`config.mk`:
```
export PLATFORM = sky130hd
export DESIGN_NAME = admission_with_priority_waitlist
export DESIGN_NICKNAME = d
export VERILOG_FILES = /design/src/hw/rtl/awq_pkg.sv /design/src/hw/rtl/admission_with_priority_waitlist.sv /design/src/hw/rtl/awq_cell.sv /design/src/hw/rtl/awq_chain.sv
export VERILOG_INCLUDE_DIRS = /design/src /design/src/hw/rtl
export SDC_FILE = /design/constraint.sdc
export NUM_CORES = 1
export LEC_CHECK = 0
export BUFFER_PORTS_ARGS = -buffer_cell sky130_fd_sc_hd__buf_2
export CORE_UTILIZATION = 41
export CTS_CLUSTER_SIZE = 16
export DETAILED_ROUTE_END_ITERATION = 8
export GPL_ROUTABILITY_DRIVEN = 1
export PLACE_DENSITY = 0.66
export SLEW_MARGIN = 20
export SYNTH_ARGS = -nofsm -noshare
export SYNTH_HDL_FRONTEND = slang
export SYNTH_SLANG_ARGS = --single-unit
```
`constraint.sdc`:
```
create_clock -name clock -period 8.4 [get_ports clock]
set_clock_uncertainty 0.1 [all_clocks]
set_input_delay 0.42 -clock clock [delete_from_list [all_inputs] [get_ports clock]]
set_output_delay 0.42 -clock clock [all_outputs]
set_load 0.005 [all_outputs]
```
`src/hw/rtl/admission_with_priority_waitlist_defines.svh`:
```
// Assertion macros for the admission controller with priority waiting list.
// Used by the top level only; no other dependencies.
`ifndef ADMISSION_WITH_PRIORITY_WAITLIST_DEFINES_SVH
`define ADMISSION_WITH_PRIORITY_WAITLIST_DEFINES_SVH
`ifndef NO_ASSERTIONS
// Same-cycle implication, disabled during reset.
`define AWQ_ASSERT_NOW(label, clk, rst, ante, cons) \
   label: assert property (@(posedge clk) disable iff (rst) (ante) |-> (cons)) \
      else $error("awq assertion failed");
// Next-cycle implication, disabled during reset.
`define AWQ_ASSERT_NEXT(label, clk, rst, ante, cons) \
   label: assert property (@(posedge clk) disable iff (rst) (ante) |=> (cons)) \
      else $error("awq assertion failed");
`else
`define AWQ_ASSERT_NOW(label, clk, rst, ante, cons)
`define AWQ_ASSERT_NEXT(label, clk, rst, ante, cons)
`endif
`endif

```
`src/hw/rtl/awq_pkg.sv`:
```
// Shared types and codes for the admission controller with priority waiting list.
// No dependencies.
package awq_pkg;

   localparam int QUEUE_DEPTH_DEF = 16;

   localparam int PRIO_W  = 8;
   localparam int ID_W    = 16;
   localparam int OCC_W   = 8;
   localparam int KIND_W  = 3;
   localparam int WCNT_W  = 7;
   localparam int OP_W    = 2;

   // request opcodes
   localparam logic [OP_W-1:0] OP_ARRIVE = 2'd0;
   localparam logic [OP_W-1:0] OP_DEPART = 2'd1;
   localparam logic [OP_W-1:0] OP_LIST   = 2'd2;
   localparam logic [OP_W-1:0] OP_NONE   = 2'd3;

   // result kinds
   localparam logic [KIND_W-1:0] KIND_ADMITTED  = 3'd0;
   localparam logic [KIND_W-1:0] KIND_QUEUED    = 3'd1;
   localparam logic [KIND_W-1:0] KIND_DROPPED   = 3'd2;
   localparam logic [KIND_W-1:0] KIND_LEFT      = 3'd3;
   localparam logic [KIND_W-1:0] KIND_PROMOTED  = 3'd4;
   localparam logic [KIND_W-1:0] KIND_LISTED    = 3'd5;
   localparam logic [KIND_W-1:0] KIND_EMPTY     = 3'd6;
   localparam logic [KIND_W-1:0] KIND_BAD_LEAVE = 3'd7;

   // cell chain commands
   typedef logic [1:0] awq_cell_op_type;
   localparam awq_cell_op_type CELL_HOLD   = 2'd0;
   localparam awq_cell_op_type CELL_INSERT = 2'd1;
   localparam awq_cell_op_type CELL_POP    = 2'd2;
   localparam awq_cell_op_type CELL_ROTATE = 2'd3;

   typedef struct packed {
      logic [PRIO_W-1:0] prio;
      logic [ID_W-1:0]   id;
   } awq_entry_type;

   typedef struct packed {
      awq_cell_op_type op;
      awq_entry_type   new_entry;
   } awq_ctl_type;

endpackage

```
`src/hw/rtl/admission_with_priority_waitlist.sv`:
```
// Admission controller with a stable priority waiting list.
// Depends on awq_pkg, awq_chain (awq_cell) and the defines header.
//
// Usage:
//  - req channel carries one request: arrival, departure or list readout.
//    Opcode 3 is accepted and produces nothing.
//  - rsp channel returns one or more results per request; rsp_tlast marks the
//    final result of a request. rsp_tuser carries the result kind.
//  - csr_wr_en/csr_wr_data set the occupancy limit; write only while idle.
//  - Arrivals, plain departures and empty readouts: one result, registered,
//    visible the cycle after the request is taken; a new request can be taken
//    every cycle while the receiver keeps up.
//  - A departure that promotes the list head gives two results. A readout of
//    N entries gives N results, one per cycle while the receiver keeps up, as
//    the cell chain rotates one place per result; after N results it is back in
//    order. Results leave one per cycle, while the receiver keeps up, through
//    the single output register.
//  - Sorted insert: every cell compares its priority with the new one in the
//    same cycle and shifts right or holds.
//  - Reset clears occupancy, entry count, limit (to 8) and the output valid.
//    List storage is not cleared; only slots below the count are read.
//  - If the receiver stalls, the result holds in the output register and no
//    new request is taken until it moves.
module admission_with_priority_waitlist import awq_pkg::*; #(
   parameter int QUEUE_DEPTH = QUEUE_DEPTH_DEF
) (
   input  logic        clock,
   input  logic        reset,
   // request channel
   input  logic        req_tvalid,
   output logic        req_tready,
   input  logic [31:0] req_tdata,   // opcode[1:0], priority_req[9:2], identifier[25:10]
   // result channel
   output logic        rsp_tvalid,
   input  logic        rsp_tready,
   output logic [39:0] rsp_tdata,   // result_id[15:0], result_priority[23:16],
                                    // occupancy_now[31:24], waiting_count[38:32]
   output logic [2:0]  rsp_tuser,   // kind[2:0]
   output logic        rsp_tlast,
   // configuration
   input  logic        csr_wr_en,
   input  logic [7:0]  csr_wr_data  // max_occupancy
);

`include "admission_with_priority_waitlist_defines.svh"

   localparam int CNT_W = $clog2(QUEUE_DEPTH + 1);

   localparam logic [1:0] ST_IDLE  = 2'd0;
   localparam logic [1:0] ST_PROMO = 2'd1;
   localparam logic [1:0] ST_LIST  = 2'd2;

   // request fields
   logic [OP_W-1:0]   req_op;
   awq_entry_type     req_entry;
   assign req_op         = req_tdata[1:0];
   assign req_entry.prio = req_tdata[9:2];
   assign req_entry.id   = req_tdata[25:10];

   // state
   logic [OCC_W-1:0]  max_occ_ff;
   logic [OCC_W-1:0]  occ_ff, occ_in;
   logic [CNT_W-1:0]  count_ff, count_in;
   logic [1:0]        state_ff, state_in;
   logic [CNT_W-1:0]  remain_ff, remain_in;   // listed results still to send
   awq_entry_type     pend_ff, pend_in;       // head awaiting promotion report

   // output register
   logic              rsp_valid_ff, rsp_valid_in;
   logic [KIND_W-1:0] rsp_kind_ff, rsp_kind_in;
   awq_entry_type     rsp_entry_ff, rsp_entry_in;
   logic [OCC_W-1:0]  rsp_occ_ff;
   logic [CNT_W-1:0]  rsp_cnt_ff;
   logic              rsp_last_ff, rsp_last_in;
   logic              load;

   awq_ctl_type       ctl;
   awq_entry_type     head;

   logic              out_free;
   logic              take_in;

   assign out_free   = !rsp_valid_ff || rsp_tready;
   assign req_tready = (state_ff == ST_IDLE) && out_free;
   assign take_in    = req_tvalid && req_tready;

   awq_chain #(
      .QUEUE_DEPTH (QUEUE_DEPTH),
      .CNT_W       (CNT_W)
   ) u_chain (
      .clock (clock),
      .ctl   (ctl),
      .count (count_ff),
      .head  (head)
   );

   always_comb begin
      occ_in        = occ_ff;
      count_in      = count_ff;
      state_in      = state_ff;
      remain_in     = remain_ff;
      pend_in       = pend_ff;
      load          = 1'b0;
      rsp_kind_in   = rsp_kind_ff;
      rsp_entry_in  = rsp_entry_ff;
      rsp_last_in   = 1'b1;
      ctl.op        = CELL_HOLD;
      ctl.new_entry = req_entry;

      priority case (1'b1)
         take_in: begin
            unique case (req_op)
               OP_ARRIVE: begin
                  load         = 1'b1;
                  rsp_entry_in = req_entry;
                  if (occ_ff < max_occ_ff) begin
                     occ_in      = occ_ff + 1'b1;
                     rsp_kind_in = KIND_ADMITTED;
                  end else if (count_ff < CNT_W'(QUEUE_DEPTH)) begin
                     ctl.op      = CELL_INSERT;
                     count_in    = count_ff + 1'b1;
                     rsp_kind_in = KIND_QUEUED;
                  end else begin
                     rsp_kind_in = KIND_DROPPED;
                  end
               end
               OP_DEPART: begin
                  load         = 1'b1;
                  rsp_entry_in = '0;
                  if (occ_ff == '0) begin
                     rsp_kind_in = KIND_BAD_LEAVE;
                  end else if ((occ_ff == max_occ_ff) && (count_ff != '0)) begin
                     // freed place goes straight to the list head
                     rsp_kind_in = KIND_LEFT;
                     rsp_last_in = 1'b0;
                     ctl.op      = CELL_POP;
                     count_in    = count_ff - 1'b1;
                     pend_in     = head;
                     state_in    = ST_PROMO;
                  end else begin
                     rsp_kind_in = KIND_LEFT;
                     occ_in      = occ_ff - 1'b1;
                  end
               end
               OP_LIST: begin
                  load = 1'b1;
                  if (count_ff == '0) begin
                     rsp_kind_in  = KIND_EMPTY;
                     rsp_entry_in = '0;
                  end else begin
                     rsp_kind_in  = KIND_LISTED;
                     rsp_entry_in = head;
                     ctl.op       = CELL_ROTATE;
                     remain_in    = count_ff - 1'b1;
                     rsp_last_in  = (count_ff == CNT_W'(1));
                     state_in     = (count_ff == CNT_W'(1)) ? ST_IDLE : ST_LIST;
                  end
               end
               OP_NONE: begin
               end
            endcase
         end
         (state_ff == ST_PROMO) && out_free: begin
            load         = 1'b1;
            rsp_kind_in  = KIND_PROMOTED;
            rsp_entry_in = pend_ff;
            state_in     = ST_IDLE;
         end
         (state_ff == ST_LIST) && out_free: begin
            load         = 1'b1;
            rsp_kind_in  = KIND_LISTED;
            rsp_entry_in = head;
            ctl.op       = CELL_ROTATE;
            remain_in    = remain_ff - 1'b1;
            rsp_last_in  = (remain_ff == CNT_W'(1));
            state_in     = (remain_ff == CNT_W'(1)) ? ST_IDLE : ST_LIST;
         end
         default: begin
         end
      endcase

      if (load) begin
         rsp_valid_in = 1'b1;
      end else if (rsp_tready) begin
         rsp_valid_in = 1'b0;
      end else begin
         rsp_valid_in = rsp_valid_ff;
      end
   end

   // control state
   always_ff @(posedge clock) begin
      if (reset) begin
         max_occ_ff   <= OCC_W'(8);
         occ_ff       <= '0;
         count_ff     <= '0;
         state_ff     <= ST_IDLE;
         remain_ff    <= '0;
         rsp_valid_ff <= 1'b0;
      end else begin
         if (csr_wr_en) begin
            max_occ_ff <= csr_wr_data;
         end
         occ_ff       <= occ_in;
         count_ff     <= count_in;
         state_ff     <= state_in;
         remain_ff    <= remain_in;
         rsp_valid_ff <= rsp_valid_in;
      end
   end

   // payload; occupancy and count shown are the values after the whole request
   always_ff @(posedge clock) begin
      pend_ff <= pend_in;
      if (load) begin
         rsp_kind_ff  <= rsp_kind_in;
         rsp_entry_ff <= rsp_entry_in;
         rsp_occ_ff   <= occ_in;
         rsp_cnt_ff   <= count_in;
         rsp_last_ff  <= rsp_last_in;
      end
   end

   assign rsp_tvalid = rsp_valid_ff;
   assign rsp_tuser  = rsp_kind_ff;
   assign rsp_tlast  = rsp_last_ff;
   assign rsp_tdata  = {1'b0, WCNT_W'(rsp_cnt_ff), rsp_occ_ff,
                        rsp_entry_ff.prio, rsp_entry_ff.id};

   // assertions
   `AWQ_ASSERT_NOW(a_count_bound, clock, reset, 1'b1, count_ff <= CNT_W'(QUEUE_DEPTH))
   `AWQ_ASSERT_NOW(a_busy_has_rsp, clock, reset, state_ff != ST_IDLE, rsp_valid_ff)
   `AWQ_ASSERT_NOW(a_list_remain, clock, reset, state_ff == ST_LIST,
                   (remain_ff != '0) && (remain_ff < count_ff))
   `AWQ_ASSERT_NEXT(a_promo_first_left, clock, reset,
                    take_in && (state_in == ST_PROMO),
                    rsp_valid_ff && (rsp_kind_ff == KIND_LEFT) && !rsp_last_ff)

endmodule

```
`src/hw/rtl/awq_cell.sv`:
```
// One slot of the sorted waiting list: holds an entry, shifts with its neighbors.
// Depends on awq_pkg.
module awq_cell import awq_pkg::*; (
   input  logic          clock,
   input  awq_ctl_type   ctl,
   input  logic          occupied,     // slot index below the entry count
   input  logic          tail,         // last occupied slot
   input  awq_entry_type left_entry,
   input  logic          left_ge,
   input  awq_entry_type right_entry,
   input  awq_entry_type head_entry,
   output awq_entry_type entry,
   output logic          ge
);

   awq_entry_type entry_ff, entry_in;

   // new entry lands at or before this slot (strictly lower priority value wins)
   assign ge    = !occupied || (entry_ff.prio > ctl.new_entry.prio);
   assign entry = entry_ff;

   always_comb begin
      unique case (ctl.op)
         CELL_HOLD:   entry_in = entry_ff;
         CELL_INSERT: begin
            if (ge) begin
               entry_in = left_ge ? left_entry : ctl.new_entry;
            end else begin
               entry_in = entry_ff;
            end
         end
         CELL_POP:    entry_in = right_entry;
         CELL_ROTATE: entry_in = tail ? head_entry : right_entry;
      endcase
   end

   always_ff @(posedge clock) begin
      entry_ff <= entry_in;
   end

endmodule

```
`src/hw/rtl/awq_chain.sv`:
```
// Row of waiting-list cells, head at index 0.
// Depends on awq_pkg and awq_cell.
module awq_chain import awq_pkg::*; #(
   parameter int QUEUE_DEPTH = QUEUE_DEPTH_DEF,
   parameter int CNT_W       = $clog2(QUEUE_DEPTH + 1)
) (
   input  logic             clock,
   input  awq_ctl_type      ctl,
   input  logic [CNT_W-1:0] count,
   output awq_entry_type    head
);

   awq_entry_type entries [QUEUE_DEPTH];
   logic          ge_vec  [QUEUE_DEPTH];

   assign head = entries[0];

   for (genvar i = 0; i < QUEUE_DEPTH; i++) begin : g_cell
      awq_entry_type left_e, right_e;
      logic          left_g;
      logic          occ, is_tail;

      assign occ     = CNT_W'(i) < count;
      assign is_tail = (CNT_W'(i + 1) == count);

      if (i == 0) begin : g_first
         assign left_e = '0;
         assign left_g = 1'b0;
      end else begin : g_mid
         assign left_e = entries[i-1];
         assign left_g = ge_vec[i-1];
      end

      if (i == QUEUE_DEPTH - 1) begin : g_last
         assign right_e = '0;
      end else begin : g_inner
         assign right_e = entries[i+1];
      end

      awq_cell u_cell (
         .clock       (clock),
         .ctl         (ctl),
         .occupied    (occ),
         .tail        (is_tail),
         .left_entry  (left_e),
         .left_ge     (left_g),
         .right_entry (right_e),
         .head_entry  (entries[0]),
         .entry       (entries[i]),
         .ge          (ge_vec[i])
      );
   end

endmodule

```
==> out/qor.txt <==
=================================================================================
Status ............................................................. finished clean
Area Growth Syn to Fin .............................................        9.55%
Initial DRT Pass Iterations ........................................            6
Largest net degree at the start of global routing ..................          212
Horizontal extent of the die .......................................       270 um
Highest clock rate .................................................      187 MHz
Simple logic cell fraction of the synthesized area .................        11.2%
Pwr per Cell Area ..................................................   340 nW/um2
Clock sink count ...................................................          478
Most common flop cell mapped by yosys ..............................     edfxtp_1
Port-buffer cells ..................................................           81
Startpoint kind of the worst setup timing path .....................         flop
Period Utilization, post-route .....................................        63.8%
Clock Tree Buf Depth ...............................................            3
H-tree levels ......................................................            2
Area share of xor/xnor cells in the synthesized design .............       0.149%
Dominant combinational cell family by area after synthesis ......... compound AO/OA/AOI/OAI gates
RSZ-0062 raised after global routing ...............................           no
Clock slew seen by the registers of the worst setup and hold paths .        60 ps
Leak ...............................................................      10.9 nW
Total I/O pin count ................................................           91
Flop pwr share .....................................................        45.0%
Internal portion of total power ....................................      6.86 mW
Measured slew at the worst slew-check pin ..........................      1120 ps
Number of rows in the core area ....................................           97
Category of the worst setup path capture point .....................         flop
Share of power burned in combinational logic .......................        34.1%
Fraction of synthesized cell area taken by the top area cell type ..        45.9%
Number of antenna violations at the first check in global routing ..            7
Switching Share ....................................................        37.3%
Min Clock Period, post-route .......................................      5360 ps
Clock tree from TritonCTS ..........................................        built
Number of enable flip-flop cells after synthesis ...................          449
Clock group share of total power ...................................        20.9%
Arrival time of data at the critical path endpoint .................      5670 ps
Initial cell density of the core ...................................        41.7%
Vias per inst ......................................................         6.68
DR DRC count .......................................................            0
Via count ..........................................................       24,086
Total die area .....................................................   72,800 um2
Estimated wirelength of the detail-placed design ...................    61,700 um
Leading post-synthesis cells by instance count ..................... edfxtp_1 (449), mux2i_1 (345), nand3_1 (333)
Wire length of the first global-routing pass .......................   146,000 um
Adder-Cell Fraction of Synth Area ..................................        6.04%
Async set-reset flop share out of synthesis ........................           0%
Highest net fanout along the worst path ............................          200
Total routing usage reported by global routing .....................        25.7%
Sequential-to-total area share from yosys stat .....................        47.8%
Endpoints failing setup ............................................            0
Num CTS Buffers ....................................................           52
Post-CTS Repair Setup Buffers ......................................            0
Average cell area after synthesis ..................................     11.0 um2
Most common cell in the synthesized netlist ........................     edfxtp_1
Final count of pins violating max slew .............................            0
Final hold violation count .........................................            0
Antenna-violating nets left ........................................            0
Biggest area consumer among synthesized cells ......................     edfxtp_1
Synth Register Bits ................................................          478
Complex-gate fraction of the synthesized area ......................        17.2%
Final core utilization .............................................        45.7%
Number of global-route vias before repair ..........................       23,565
Combined area of all synthesized cells .............................   29,400 um2
Largest vdd supply drop ............................................   0.000212 V
Routed WL ..........................................................    96,300 um
Crit Path Category .................................................   reg -> reg
Layout net count ...................................................        2,808
Final setup TNS ....................................................         0 ps
Post-DP Area .......................................................   30,400 um2
Insertion delay of the later-clocked pin in the worst-skew pair ....       650 ps
Slew headroom ......................................................        25.3%
Final std cell area, no fill .......................................   32,200 um2
Synthesis Warnings .................................................            0
Switching power ....................................................      4.09 mW
Data required time at the worst endpoint ...........................      8710 ps
Multiplexer share of the synthesized area ..........................        11.7%
Root buffer selected by CTS ........................................    clkbuf_16
HP Class ...........................................................    in -> reg
Layout cell share with drive strength beyond 1 .....................        10.7%
Synth unique cells .................................................           77
Global placer's final weighted congestion ..........................        0.927
Drt first-iter violations ..........................................        3,136
Instance count of the mapped netlist ...............................        2,681
Cell types occupying the most area after synthesis ................. edfxtp_1 (46%), mux2i_1 (12%), o221ai_1 (8.4%)
Grt ovf ............................................................            0
Vert. Die Dim ......................................................       270 um
Number of maximum-capacitance constraint violations ................            0
Core area ..........................................................   70,500 um2
Routed wire per std cell ...........................................      26.7 um
=================================================================================
power by group through the flow:
stage	logic [mW]	registers (mW)	clock network [mW]
after floorplan	2.52	4.67	0
after global placement	3.51	4.90	0
after detailed placement	3.68	4.93	0
after CTS	3.69	4.89	2.32
after global routing	4.09	5.00	2.40
final	3.73	4.93	2.29
cell usage in the layout (no fill, tap or decap), types with 25 or more instances in the layout:
master	count
a21oi_1	77
a22oi_1	25
buf_2	81
buf_4	59
clkbuf_16	55
dfxtp_1	29
edfxtp_1	449
ha_1	142
inv_1	112
mux2i_1	345
nand2_1	150
nand3_1	328
nor2_1	81
nor3_1	28
o21ai_0	65
o221ai_1	283
final timing paths:
path	to	start	slack, ps	cells past startpoint
worst min register to register	max_occ_ff[3]	max_occ_ff[3]	400	2
worst max register to register	u_chain.g_cell[8].u_cell.entry[16]	count_ff[0]	3040	9
worst min-delay path	rsp_tvalid	rsp_tready	60	4
worst max-delay path	u_chain.g_cell[8].u_cell.entry[16]	count_ff[0]	3040	9
routing by layer:
layer / share of wire (%) / GRT usage (%) / up-vias / wire length, um
met5: 0.043 / 0 / - / 41
met4: 4.1 / 10.9 / 6 / 3910
met3: 8.6 / 4.33 / 246 / 8310
met2: 46 / 41.6 / 1340 / 44600
met1: 41 / 34.1 / 11975 / 39500
li1: - / - / 10519 / -
cells by family (layout without fill, tap and decap cells):
group                    count (synthesis)  in the layout
adder cells (fa/ha/maj)                142            142
AND/OR/NAND/NOR                        684            684
buffers and inverters                  382            362
multiplexers                           345            345
flip-flops                             478            478
AO/OA/AOI/OAI                          644            644
other                                    1              6
XOR/XNOR                                 5              5
timing repair:
| item | CTS | global route |
|---|---|---|
| endpoints found under the hold margin | 8 | 0 |
| gates resized for setup | 0 | 0 |
| hold buffers | 8 | 0 |
registers in the layout (all words and copies together), names as in the netlist:
name	cells
u_chain.g_cell.u_cell.entry	384
pend_ff	24
rsp_tdata	24
max_occ_ff	8
occ_ff	8
rsp_occ_ff	8
count_ff	5
remain_ff	5
rsp_cnt_ff	5
rsp_tuser	3
state_ff	2
rsp_tlast	1
rsp_tvalid	1
layout make-up:
class,count,area [um2]
antenna,3,7.51
sequential,478,14100
timing repair buffer,153,1010
fill,6453,38300
clock buffer,81,1520
tap,940,1180
inverter,113,424
multi-input combinational,1823,13900
clock inverter,15,148
critical path, cell delays in order (launching register included):
cell,delay (ps)
dfxtp_1,620
inv_1,270
ha_1,330
nor4b_2,230
or3_1,490
or2_1,420
a31oi_4,850
buf_12,560
nand2_1,720
o221ai_1,460
metrics by stage:
| step | instances | setup WS [ps] | power, mW | hold slack [ps] |
|---|---|---|---|---|
| detailed placement | 3497 | 3210 | 8.61 | 388 |
| global placement | 3497 | 3350 | 8.41 | 382 |
| CTS | 3601 | 3180 | 10.9 | 35.2 |
| floorplan | 2683 | 3980 | 7.18 | 360 |
| finish | 3606 | 3040 | 10.9 | 56.8 |
| global route | 3604 | 2780 | 11.5 | 79.2 |
Power figures use the tool's default switching activity.
